===== src/hdl/fir_pkg.sv =====
// ----------------------------------------------------------------------------
// FIR filter package
// Shared constants, operation codes and the command and status bundles that
// join the controller and the datapath.
// ----------------------------------------------------------------------------
package fir_pkg;

   localparam int MAX_TAPS_DEF     = 512;
   localparam int SAMPLE_WIDTH_DEF = 24;
   localparam int COEF_WIDTH_DEF   = 24;

   localparam int TAP_REG_W    = 10;
   localparam int COEF_INDEX_W = 9;
   localparam int OUT_W        = 56;

   localparam logic [TAP_REG_W-1:0] TAP_RESET = 10'd512;

   localparam logic [1:0] OP_LOAD_COEF     = 2'd0;
   localparam logic [1:0] OP_PUSH_SAMPLE   = 2'd1;
   localparam logic [1:0] OP_CLEAR_HISTORY = 2'd2;

   typedef struct packed {
      logic load_coef;
      logic push_sample;
      logic clear_history;
      logic start_mac;
      logic issue_mac;
      logic publish;
   } cmd_type;

   typedef struct packed {
      logic window_full;
      logic last_issue;
      logic mac_busy;
   } status_type;

endpackage


===== src/hdl/fir_ctrl.sv =====
// ----------------------------------------------------------------------------
// FIR controller
// Accepts request beats, sequences the multiply-accumulate pass over the taps
// and owns the valid flag of the response register.
// ----------------------------------------------------------------------------
module fir_ctrl (
   input  logic                clock,
   input  logic                reset,
   input  logic                req_valid,
   output logic                req_stall,
   input  logic [1:0]          req_opcode,
   output logic                rsp_valid,
   input  logic                rsp_stall,
   output fir_pkg::cmd_type    cmd,
   input  fir_pkg::status_type status
);

   typedef enum logic [1:0] {
      ST_IDLE,
      ST_CHECK,
      ST_RUN,
      ST_DRAIN
   } state_type;

   state_type state_ff, state_in;
   logic      rsp_valid_ff, rsp_valid_in;

   always_comb begin
      state_in     = state_ff;
      rsp_valid_in = rsp_valid_ff && rsp_stall;
      cmd          = '0;
      case (state_ff)
         ST_IDLE: begin
            if (req_valid) begin
               case (req_opcode)
                  fir_pkg::OP_LOAD_COEF: begin
                     cmd.load_coef = 1'b1;
                  end
                  fir_pkg::OP_PUSH_SAMPLE: begin
                     cmd.push_sample = 1'b1;
                     state_in        = ST_CHECK;
                  end
                  fir_pkg::OP_CLEAR_HISTORY: begin
                     cmd.clear_history = 1'b1;
                  end
                  default: begin
                  end
               endcase
            end
         end
         ST_CHECK: begin
            if (status.window_full) begin
               cmd.start_mac = 1'b1;
               state_in      = ST_RUN;
            end else begin
               state_in = ST_IDLE;
            end
         end
         ST_RUN: begin
            cmd.issue_mac = 1'b1;
            if (status.last_issue) begin
               state_in = ST_DRAIN;
            end
         end
         ST_DRAIN: begin
            if (!status.mac_busy && (!rsp_valid_ff || !rsp_stall)) begin
               cmd.publish  = 1'b1;
               rsp_valid_in = 1'b1;
               state_in     = ST_IDLE;
            end
         end
         default: begin
            state_in = ST_IDLE;
         end
      endcase
   end

   always_ff @(posedge clock) begin
      if (reset) begin
         state_ff     <= ST_IDLE;
         rsp_valid_ff <= 1'b0;
      end else begin
         state_ff     <= state_in;
         rsp_valid_ff <= rsp_valid_in;
      end
   end

   assign req_stall = (state_ff != ST_IDLE);
   assign rsp_valid = rsp_valid_ff;

endmodule


===== config.mk =====
export PLATFORM = sky130hd
export DESIGN_NAME = fir_ctrl
export DESIGN_NICKNAME = d
export VERILOG_FILES = /design/src/hdl/fir_pkg.sv /design/src/hdl/fir_ctrl.sv
export SDC_FILE = /design/constraint.sdc
export NUM_CORES = 1
export LEC_CHECK = 0
export ABC_AREA = 1
export BUFFER_PORTS_ARGS = -buffer_cell sky130_fd_sc_hd__buf_2
export CORE_AREA = 4 4 41 43
export DETAILED_ROUTE_END_ITERATION = 6
export DIE_AREA = 0 0 45 47
export GPL_ROUTABILITY_DRIVEN = 0
export PLACE_DENSITY = 0.47
export REMOVE_ABC_BUFFERS = 1
export SLEW_MARGIN = 10
export SYNTH_ARGS = -nofsm -noshare
export SYNTH_HDL_FRONTEND = slang
export SYNTH_SLANG_ARGS = --single-unit

===== constraint.sdc =====
create_clock -name clock -period 1.38 [get_ports clock]
set_input_delay 0.069 -clock clock [delete_from_list [all_inputs] [get_ports clock]]
set_output_delay 0.069 -clock clock [all_outputs]
set_load 0.02 [all_outputs]

==> impl_results.md, run 1 <==
- Num CTS Buffers: 3
- Clock transition at the registers of the reported paths: roughly 0.040 ns
- Inst Count DP: between 60 and 70
- Sum Neg Setup Slack: 0 ns
- Status: complete, no violations
- Synth warn: 0
- Max VDD drop: between 0.0004 and 0.0005 V
- Die Ht: 47 um
- Setup WS post-layout: between 0.15 and 0.2 ns
- Post-route insts no fill: between 60 and 70
- CTS Sinks: 3
- CTS tree: built
- PwrDens: about 1000 nW/um^2
- Reg2reg setup slack: around 0.39 ns
- CP Capture Type: primary output
- Largest fanout on the critical path: 6
- Vias in the first global route: ~220
- Share of the yosys chip area belonging to registers: 0.304
- Hpwl dp: about 440 um
- Fmax achieved: 0.833 GHz
- Reg2Reg Depth: 6
- Max Clock Skew: about 0.00036 ns
- Root buffer cell: clkbuf_4
- Initial antenna violation count: 0
- Layout fillers: 157
- Synth top area share: 0.304
- Cell area after synthesis: around 200 um^2
- Port bufs: 16
- Final layout net count: 63
- Critical path launch point type: flop
- Hold buffers post-CTS: 0
- Most numerous cell in the Yosys netlist: nand2_1
- Synth top cells by count: nand2_1 (7), inv_1 (5), inv_2 (4), dfxtp_1 (3), nor2_1 (3)
- Max-cap violation count: 0
- Period minus WS final: roughly 1.2 ns
- Synth area leaders: dfxtp_1 (30%), nand2_1 (13%), inv_1 (9.5%), inv_2 (7.6%), nand4_1 (6.3%)
- Width of the die: roughly 45 um
- Largest net degree at the start of global routing: 7
- Largest stage delay, worst path: roughly 0.35 ns
- DRC: 0
- Clock latency on the worst-skew pair: about 0.23 ns
- WL/cell: 8.26 um
- Endpoints failing setup: 0
- Die area: 2120 um^2
- Overall power: about 0.00034 W
- FF-to-FF Start: state_ff[0]
- Slew @ Worst Pin: 0.213 ns
- Crit path cell chain: nor2_2 -> inv_2 -> nor4_2 -> buf_2
- Min-Delay Path Class: input port to flop
- Ports: 17
- Most common flop cell mapped by yosys: dfxtp_1
- Worst hold start: reset
- H-tree Lvls: 1
- RSZ-0062 raised after global routing: false
- Remaining Overflow, GRT: 0
- Final hold vios: 0
- Critical Path RT: approximately 1.3 ns
- Max-slew violations: 0
- Worst EP arrival: roughly 1.1 ns
- Drt first-iter violations: 4
- P&R area growth vs syn: 70.9%
- Share of layout cells above drive strength 1: 0.547
- DRT Wirelength: 562 um
- Relative slew margins: 0.858
- Initial Utilization: 0.152
- CORE AREA: 1300 um^2
- Total GRT Usage: 0.0568
- Final antenna-violating net count: 0
- Inserted Diodes: 0
- Post-synthesis register bit count: 3
- Setup Crit Path Kind: flop to primary output
- Crit share post-route: 0.870
- CP max-delay cell: dfxtp_1
- Post-synth EDFFs: 0
- Row count: 13
- Post-synth top area cell: dfxtp_1
- First-pass GRT wire length: between 800 and 900 um
- Router iterations before antenna repair: 2
- Via/cell ratio: slightly below 4
- Worst Hold Depth: 2
- Post-Syn Instances: 33
- P_leak: between 0.15 and 0.2 nW
- Buffer depth of the longest clock path: 2
- Netlist cell types: 12
- Pre-CTS setup slack: 0.349 ns
- Via count: 269
- Post-synth ARST share: 0
- Synth Area per Inst: roughly 6.0 um^2
## logic make-up (layout without fill, tap and decap cells)
family          Yosys count  count (layout)  synth area share
simple gates             18              18             0.430
compound gates            3               3            0.0949
buf+inv                   9              29             0.171
flops                     3               3             0.304
## final cells by class
| class | count | area (um^2) | share of cell area |
|---|---|---|---|
| Inverter | 9 | 33.8 | 0.100 |
| Multi-Input combinational cell | 21 | 119 | 0.352 |
| Tap cell | 15 | 18.8 | 0.0556 |
| Timing Repair Buffer | 16 | 80.1 | 0.237 |
| Sequential cell | 3 | 60.1 | 0.178 |
| Clock buffer | 4 | 26.3 | 0.0778 |
## where the power goes
group	internal (W)	leakage [nW]	total [W]	switching, W
clock network	0.000108	0.0150	0.000154	0.0000461
logic	0.0000315	0.153	0.0000838	0.0000523
registers	0.0000924	0.0244	0.0000994	0.00000702
total	0.000232	0.192	0.000338	0.000105
## cells in the final DEF (no fill, tap or decap)
cell,Yosys,routed
a21oi_1,2,2
a21oi_2,1,1
buf_2,0,16
clkbuf_1,0,1
clkbuf_4,0,3
dfxtp_1,3,3
inv_1,5,5
inv_2,4,4
nand2_1,7,7
nand2_2,1,1
nand3_1,2,2
nand4_1,2,2
nor2_1,3,2
nor2_2,1,2
nor4_2,0,2
## metrics by stage
stage / instance area [um^2] / util / hold WS, ns
global placement: 297 / 0.228 / 0.270
detailed placement: 297 / 0.228 / 0.263
finish: 338 / 0.260 / 0.0233
global route: 338 / 0.260 / 0.0279
CTS: 323 / 0.248 / 0.0156
floorplan: 198 / - / 0.131
## worst max-delay path, delay by kind of cell, from the launching register on
family        cells  cell delay, ns
simple gates      2            0.28
buf+inv           2            0.27
flops             1            0.35
## routing by layer
| layer | share of wire | GRT usage | wire (um) |
|---|---|---|---|
| met1 | 0.41 | 0.0680 | 230 |
| met2 | 0.41 | 0.0650 | 233 |
| met3 | 0.15 | 0.0268 | 83 |
| met4 | 0.027 | 0.0702 | 15 |
| met5 | 0 | 0 | 0 |
## what timing repair did
action | CTS | global route
resized for setup | 0 | 3
buffers inserted | 0 | 0
endpoints found under the setup margin | 0 | 2
## worst max path at each step
stage,from,to,slack [ns],cells past startpoint
after global routing,state_ff[0],cmd[3],0.04,4
final,state_ff[0],cmd[3],0.18,4
after CTS,state_ff[0],cmd[3],0.09,4
after floorplan,state_ff[0],cmd[3],0.08,3
after detailed placement,state_ff[0],cmd[3],0.35,4
after global placement,state_ff[0],cmd[3],0.36,4
Note: power is estimated with default switching activity, not from simulation.
==> run 2: changes to the inputs <==
Settings changed: ABC_AREA 1 to default, CELL_PAD_IN_SITES_DETAIL_PLACEMENT from default to 0, CELL_PAD_IN_SITES_GLOBAL_PLACEMENT from default to 1, PLACE_DENSITY 0.47 to 0.59.
==> impl_results.md, run 2 <==
- CTS Sinks: 3 (unchanged)
- Cell area after synthesis: 164 um^2 (was 198 um^2)
- Post CTS Setup Buffer Count: 0 (unchanged)
- Min-Delay Path Class: input port to flop (unchanged)
- Max Clock Skew: 0.00263 ns (was 0.000361 ns)
- Worst Hold Depth: 2 (unchanged)
- Sum Neg Setup Slack: 0 ns (unchanged)
- Complex-gate fraction of the synthesized area: 0.191 (was 0.0949)
- Commonest non-fill, non-tap cell in the layout: buf_2 (unchanged)
- Mux share of post-synthesis cell area: 0 (unchanged)
- Drt first-iter violations: 4 (unchanged)
- Reg2Reg Depth: 3 (was 6)
- Final layout net count: 53 (was 63)
- CORE AREA: 1300 um^2 (unchanged)
- Relative slew margins: 0.902 (was 0.858)
- Total GRT Usage: 0.0647 (was 0.0568)
- Max-slew violations: 0 (unchanged)
- Max VDD drop: 0.000299 V (was 0.000409 V)
- Port bufs: 16 (unchanged)
- Setup Crit Path Kind: flop to primary output (unchanged)
- Synth top area share: 0.366 (was 0.304)
- Largest net degree at the start of global routing: 7 (unchanged)
- Router iterations before antenna repair: 2 (unchanged)
- Buffer depth of the longest clock path: 2 (unchanged)
- H-tree Lvls: 1 (unchanged)
- Most frequent cells in the layout: buf_2 (16), inv_1 (4), clkbuf_4 (3) (was buf_2 (16), nand2_1 (7), inv_1 (5))
- Via count: 232 (was 269)
- Synth warn: 0 (unchanged)
- Row count: 13 (unchanged)
- Post-synth EDFFs: 0 (unchanged)
- Initial Utilization: 0.126 (was 0.152)
- P_leak: 0.167 nW (was 0.192 nW)
- Synth top cells by count: inv_1 (4), dfxtp_1 (3), nor2_1 (3) (was nand2_1 (7), inv_1 (5), inv_2 (4), dfxtp_1 (3), nor2_1 (3))
- First-pass GRT wire length: 890 um (was 814 um)
- DRT Wirelength: 531 um (was 562 um)
- Via/cell ratio: 4.00 (was 3.96)
- DRC: 0 (unchanged)
- Vias in the first global route: 225 (was 222)
- Share of layout cells above drive strength 1: 0.488 (was 0.547)
- Overall power: 0.000291 W (was 0.000338 W)
- Simple-Gate Fraction of Synth Area: 0.351 (was 0.430)
- Post-Syn Instances: 23 (was 33)
- Share of the yosys chip area belonging to registers: 0.366 (was 0.304)
- Post-synth top area cell: dfxtp_1 (unchanged)
- Largest stage delay, worst path: 0.34 ns (was 0.35 ns)
- Crit path cell chain: nor2_2 -> nand2_1 -> nor3b_1 -> buf_2 (was nor2_2 -> inv_2 -> nor4_2 -> buf_2)
- Initial antenna violation count: 0 (unchanged)
- Hold WS: 0.0485 ns (was 0.0233 ns)
- CP Depth: 4 (unchanged)
- Die Ht: 47 um (unchanged)
- Hpwl dp: 415 um (was 437 um)
- P&R area growth vs syn: 78.6% (was 70.9%)
- Most common flop cell mapped by yosys: dfxtp_1 (unchanged)
- Synth Area per Inst: 7.13 um^2 (was 5.99 um^2)
- PwrDens: 995 nW/um^2 (was 1000 nW/um^2)
- RSZ-0062 raised after global routing: false (unchanged)
- Adder-Cell Fraction of Synth Area: 0 (unchanged)
- Post-Synth XOR/XNOR Area: 0 (unchanged)
- Buf/Inv on CP: 1 (was 2)
- Status: complete, no violations (unchanged)
- Die area: 2120 um^2 (unchanged)
- Remaining Overflow, GRT: 0 (unchanged)
- WL/cell: 9.16 um (was 8.26 um)
- Num CTS Buffers: 3 (unchanged)
- Post-synth ARST share: 0 (unchanged)
- Width of the die: 45 um (unchanged)
- Largest family of logic cells by synthesized area: simple AND/OR/NAND/NOR gates (unchanged)
- Fmax achieved: 0.803 GHz (was 0.833 GHz)
- Largest fanout on the critical path: 6 (unchanged)
- Final hold vios: 0 (unchanged)
- Clock transition at the registers of the reported paths: 0.04 ns (about the same)
- Max-cap violation count: 0 (unchanged)
- Synth area leaders: dfxtp_1 (37%), inv_1 (9.2%), nor3b_1 (9.2%), nor2_1 (6.9%), a21oi_1 (6.1%) (was dfxtp_1 (30%), nand2_1 (13%), inv_1 (9.5%), inv_2 (7.6%), nand4_1 (6.3%))
- Post-synthesis register bit count: 3 (unchanged)
- CP max-delay cell: dfxtp_2 (was dfxtp_1)
- Critical Path RT: 1.31 ns (about the same)
- Worst EP arrival: 1.18 ns (was 1.13 ns)
- Layout fillers: 166 (was 157)
- Root buffer cell: clkbuf_4 (unchanged)
- Ports: 17 (unchanged)
- Final core utilization: 0.225 (was 0.260)
- Clock latency on the worst-skew pair: 0.23 ns (about the same)
- Slew @ Worst Pin: 0.146 ns (was 0.213 ns)
- CP Capture Type: primary output (unchanged)
- Period minus WS final: 1.25 ns (was 1.20 ns)
- CTS tree: built (unchanged)
- Final antenna-violating net count: 0 (unchanged)
- CP delay by family, top: simple AND/OR/NAND/NOR gates (was flip-flops)
- Endpoints failing setup: 0 (unchanged)
- Inserted Diodes: 0 (unchanged)
- Critical path launch point type: flop (unchanged)
- Crit share post-route: 0.903 (was 0.870)
- Netlist cell types: 12 (unchanged)
- Most numerous cell in the Yosys netlist: inv_1 (was nand2_1)
==> run 2: cell count changes in the layout (fill, tap and decap cells not counted), sizes merged, moves of 2 or more <==
| cell | before | now |
|---|---|---|
| nand4 | 2 | 0 |
| inv | 9 | 4 |
| nand2 | 8 | 2 |
| nor3b | 0 | 2 |
| nor4 | 2 | 0 |
==> run 2: layer usage <==
layer,vias to the layer above,track usage,wire length [um]
met4,0,0.0526,0
met5,-,0,0
li1,122,-,-
met3,0,0.0575,71
met1,96,0.0703,259
met2,14,0.0763,200
==> run 2: area by class of cell <==
class                           instances  area [um^2]  share of cell area
Timing Repair Buffer                   16         80.1               0.274
Multi-Input combinational cell         16         91.3               0.312
Tap cell                               15         18.8              0.0641
Clock buffer                            4         26.3              0.0897
Inverter                                4         15.0              0.0513
Sequential cell                         3         61.3               0.209
==> run 2: path summary, 6_finish.rpt <==
kind | from | endpoint | slack [ns]
max | state_ff[0] | cmd[4] | 0.13
min | reset | rsp_valid | 0.05
max reg2reg | rsp_valid | state_ff[0] | 0.34
min reg2reg | rsp_valid | rsp_valid | 0.51
==> run 2: kinds of logic (layout without fill, tap and decap cells) <==
| kind of cell | Yosys count | in the layout |
|---|---|---|
| AND/OR/NAND/NOR | 11 | 11 |
| AO/OA/AOI/OAI | 5 | 5 |
| buffers and inverters | 4 | 24 |
| flip-flops | 3 | 3 |
==> run 2: report_power, final <==
group | total [W] | internal (W) | switching, W
sequential | 0.0000921 | 0.0000894 | 0.00000272
combinational | 0.0000451 | 0.0000193 | 0.0000258
clock | 0.000154 | 0.000108 | 0.0000457
total | 0.000291 | 0.000217 | 0.0000742
==> run 2: what timing repair did <==
| action | 4_1_cts | 5_1_grt |
|---|---|---|
| setup endpoints to repair | 0 | 2 |
| hold buffers | 0 | 0 |
| resized for setup | 0 | 2 |
==> run 2: stage by stage <==
step / worst slack [ns] / instances / instance area, um^2
after floorplan: 0.202 / 23 / 164
after global placement: 0.329 / 54 / 263
after detailed placement: 0.325 / 54 / 263
after CTS: 0.0723 / 58 / 289
after global routing: 0.0184 / 58 / 293
final: 0.134 / 58 / 293
==> run 3: changes to the inputs <==
Clock period 1.38 ns to 1.4 ns, I/O delays scaled along.
==> impl_results.md, run 3 (synthesized netlist as in run 2, its figures left out) <==
- Num CTS Buffers: 3 (unchanged)
- Remaining Overflow, GRT: 0 (unchanged)
- Share of layout cells above drive strength 1: 0.488 (unchanged)
- Max-slew violations: 0 (unchanged)
- Initial antenna violation count: 0 (unchanged)
- Sw frac: 0.254 (was 0.255)
- Largest fanout on the critical path: 6 (unchanged)
- Fmax achieved: around 0.76 GHz
- CTS Sinks: 3 (unchanged)
- Pre-CTS setup slack: 0.343 ns (was 0.325 ns)
- Total GRT Usage: 0.0624 (was 0.0647)
- P_int: 0.000214 W (was 0.000217 W)
- CTS tree: built (unchanged)
- Reg-to-Reg End: state_ff[0] (unchanged)
- P&R area growth vs syn: 80.9% (was 78.6%)
- Logic pwr share: 0.158 (was 0.155)
- Reg2reg setup slack: 0.38 ns (was 0.34 ns)
- P_leak: 0.169 nW (was 0.167 nW)
- Via/cell ratio: 3.86 (was 4.00)
- H-tree Lvls: 1 (unchanged)
- PwrDens: 968 nW/um^2 (was 995 nW/um^2)
- DRT Wirelength: 512 um (was 531 um)
- Vias in the first global route: 225 (unchanged)
- CORE AREA: 1300 um^2 (unchanged)
- Setup Crit Path Kind: flop to primary output (unchanged)
- Reg power frac: 0.315 (was 0.316)
- Worst EP arrival: 1.24 ns (was 1.18 ns)
- Hold buffers post-CTS: 0 (unchanged)
- Most frequent cells in the layout: buf_2 (16), inv_1 (4), dfxtp_1 (3), clkbuf_4 (3) (was buf_2 (16), inv_1 (4), clkbuf_4 (3))
- Port bufs: 16 (unchanged)
- First-pass GRT wire length: 876 um (was 890 um)
- Router iterations before antenna repair: 1 (was 2)
- Min-Delay Path Class: input port to flop (unchanged)
- DRC: 0 (unchanged)
- RSZ-0062 raised after global routing: false (unchanged)
- Largest stage delay, worst path: 0.36 ns (was 0.34 ns)
- Die area: 2120 um^2 (unchanged)
- Hold WS: 0.0567 ns (was 0.0485 ns)
- Crit share post-route: 0.935
- Largest net degree at the start of global routing: 7 (unchanged)
- Clock transition at the registers of the reported paths: 0.04 ns (about the same)
- Width of the die: 45 um (unchanged)
- Reg2Reg Depth: 3 (unchanged)
- CP Capture Type: primary output (unchanged)
- Clk pwr share: 0.527 (was 0.529)
- Switch Pwr: 0.0000730 W (was 0.0000742 W)
- Slew @ Worst Pin: 0.212 ns (was 0.146 ns)
- Drt first-iter violations: 0 (was 4)
- Die Ht: 47 um (unchanged)
- Post CTS Setup Buffer Count: 0 (unchanged)
- Worst hold start: reset (unchanged)
- Relative slew margins: 0.858 (was 0.902)
- WL/cell: 8.83 um (was 9.16 um)
- Max-cap violation count: 0 (unchanged)
- Post-route insts no fill: 58 (unchanged)
- Buffer depth of the longest clock path: 2 (unchanged)
- CP max-delay cell: dfxtp_1 (was dfxtp_2)
- Critical path launch point type: flop (unchanged)
- Commonest non-fill, non-tap cell in the layout: buf_2 (unchanged)
- Inst Count DP: 54 (unchanged)
- Final core utilization: 0.228 (was 0.225)
- Via count: 224 (was 232)
- Final antenna-violating net count: 0 (unchanged)
- Worst Hold Depth: 2 (unchanged)
- Period minus WS final: approximately 1.3 ns
- Ports: 17 (unchanged)
- Sum Neg Setup Slack: 0 ns (unchanged)
- Crit path cell chain: nor2_2 -> nand2_1 -> nor3b_1 -> buf_2 (unchanged)
- Root buffer cell: clkbuf_4 (unchanged)
- Status: complete, no violations (unchanged)
- Hold Crit Endpoint: rsp_valid (unchanged)
- Final hold vios: 0 (unchanged)
- Setup WS post-layout: 0.0914 ns (was 0.134 ns)
- Endpoints failing setup: 0 (unchanged)
- Max Clock Skew: 0.00312 ns (was 0.00263 ns)
- Final layout net count: 53 (unchanged)
- Initial Utilization: 0.126 (unchanged)
- Critical Path RT: 1.33 ns (was 1.31 ns)
- FF-to-FF Start: rsp_valid (unchanged)
- Row count: 13 (unchanged)
- Clock latency on the worst-skew pair: 0.23 ns (about the same)
- Inserted Diodes: 0 (unchanged)
- Max VDD drop: 0.000321 V (was 0.000299 V)
[run 3: worst max path at each step]
| stage | start | to | cells after the start |
|---|---|---|---|
| floorplan | state_ff[0] | cmd[4] | 3 |
| global route | state_ff[0] | cmd[4] | 4 |
| detailed placement | state_ff[0] | cmd[4] | 4 |
| global placement | state_ff[0] | cmd[4] | 4 |
| CTS | state_ff[0] | cmd[4] | 4 |
| finish | state_ff[0] | cmd[4] | 4 |
[run 3: power groups by stage]
stage / registers (W) / clock network, W / logic, W
finish: 0.0000905 / 0.000151 / 0.0000452
global route: 0.0000908 / 0.000172 / 0.0000497
CTS: 0.0000902 / 0.000160 / 0.0000441
detailed placement: 0.0000915 / 0 / 0.0000439
global placement: 0.0000915 / 0 / 0.0000438
floorplan: 0.0000909 / 0 / 0.0000218
[run 3: final cells by class]
| cell class | instances | area, um^2 |
|---|---|---|
| inverter | 4 | 15.0 |
| tap | 15 | 18.8 |
| multi-input combinational | 16 | 96.3 |
| sequential | 3 | 60.1 |
| clock buffer | 4 | 26.3 |
| timing repair buffer | 16 | 80.1 |
| fill | 162 | 1000 |
[run 3: worst max-delay path, delay by kind of cell, from the launching register on]
family	cells	cell delay (ns)
buffers and inverters	1	0.19
DFF	1	0.36
and+or+nand+nor	3	0.47
[run 3: what timing repair did]
action,in CTS,in global routing
endpoints found under the hold margin,0,0
endpoints found under the setup margin,0,2
resized for setup,0,2
[run 3: routing by layer]
metal  global-route usage  vias up  wire, um
li1                     -      120         -
met1               0.0703       90       234
met2               0.0763       14       197
met3               0.0460        0        80
met4               0.0526        0         0
met5                    0        -         0
[run 3: stage by stage]
step | power, W | cell area [um^2]
after floorplan | 0.000113 | 164
after global placement | 0.000135 | 263
after detailed placement | 0.000135 | 263
after CTS | 0.000294 | 289
after global routing | 0.000313 | 297
final | 0.000287 | 297
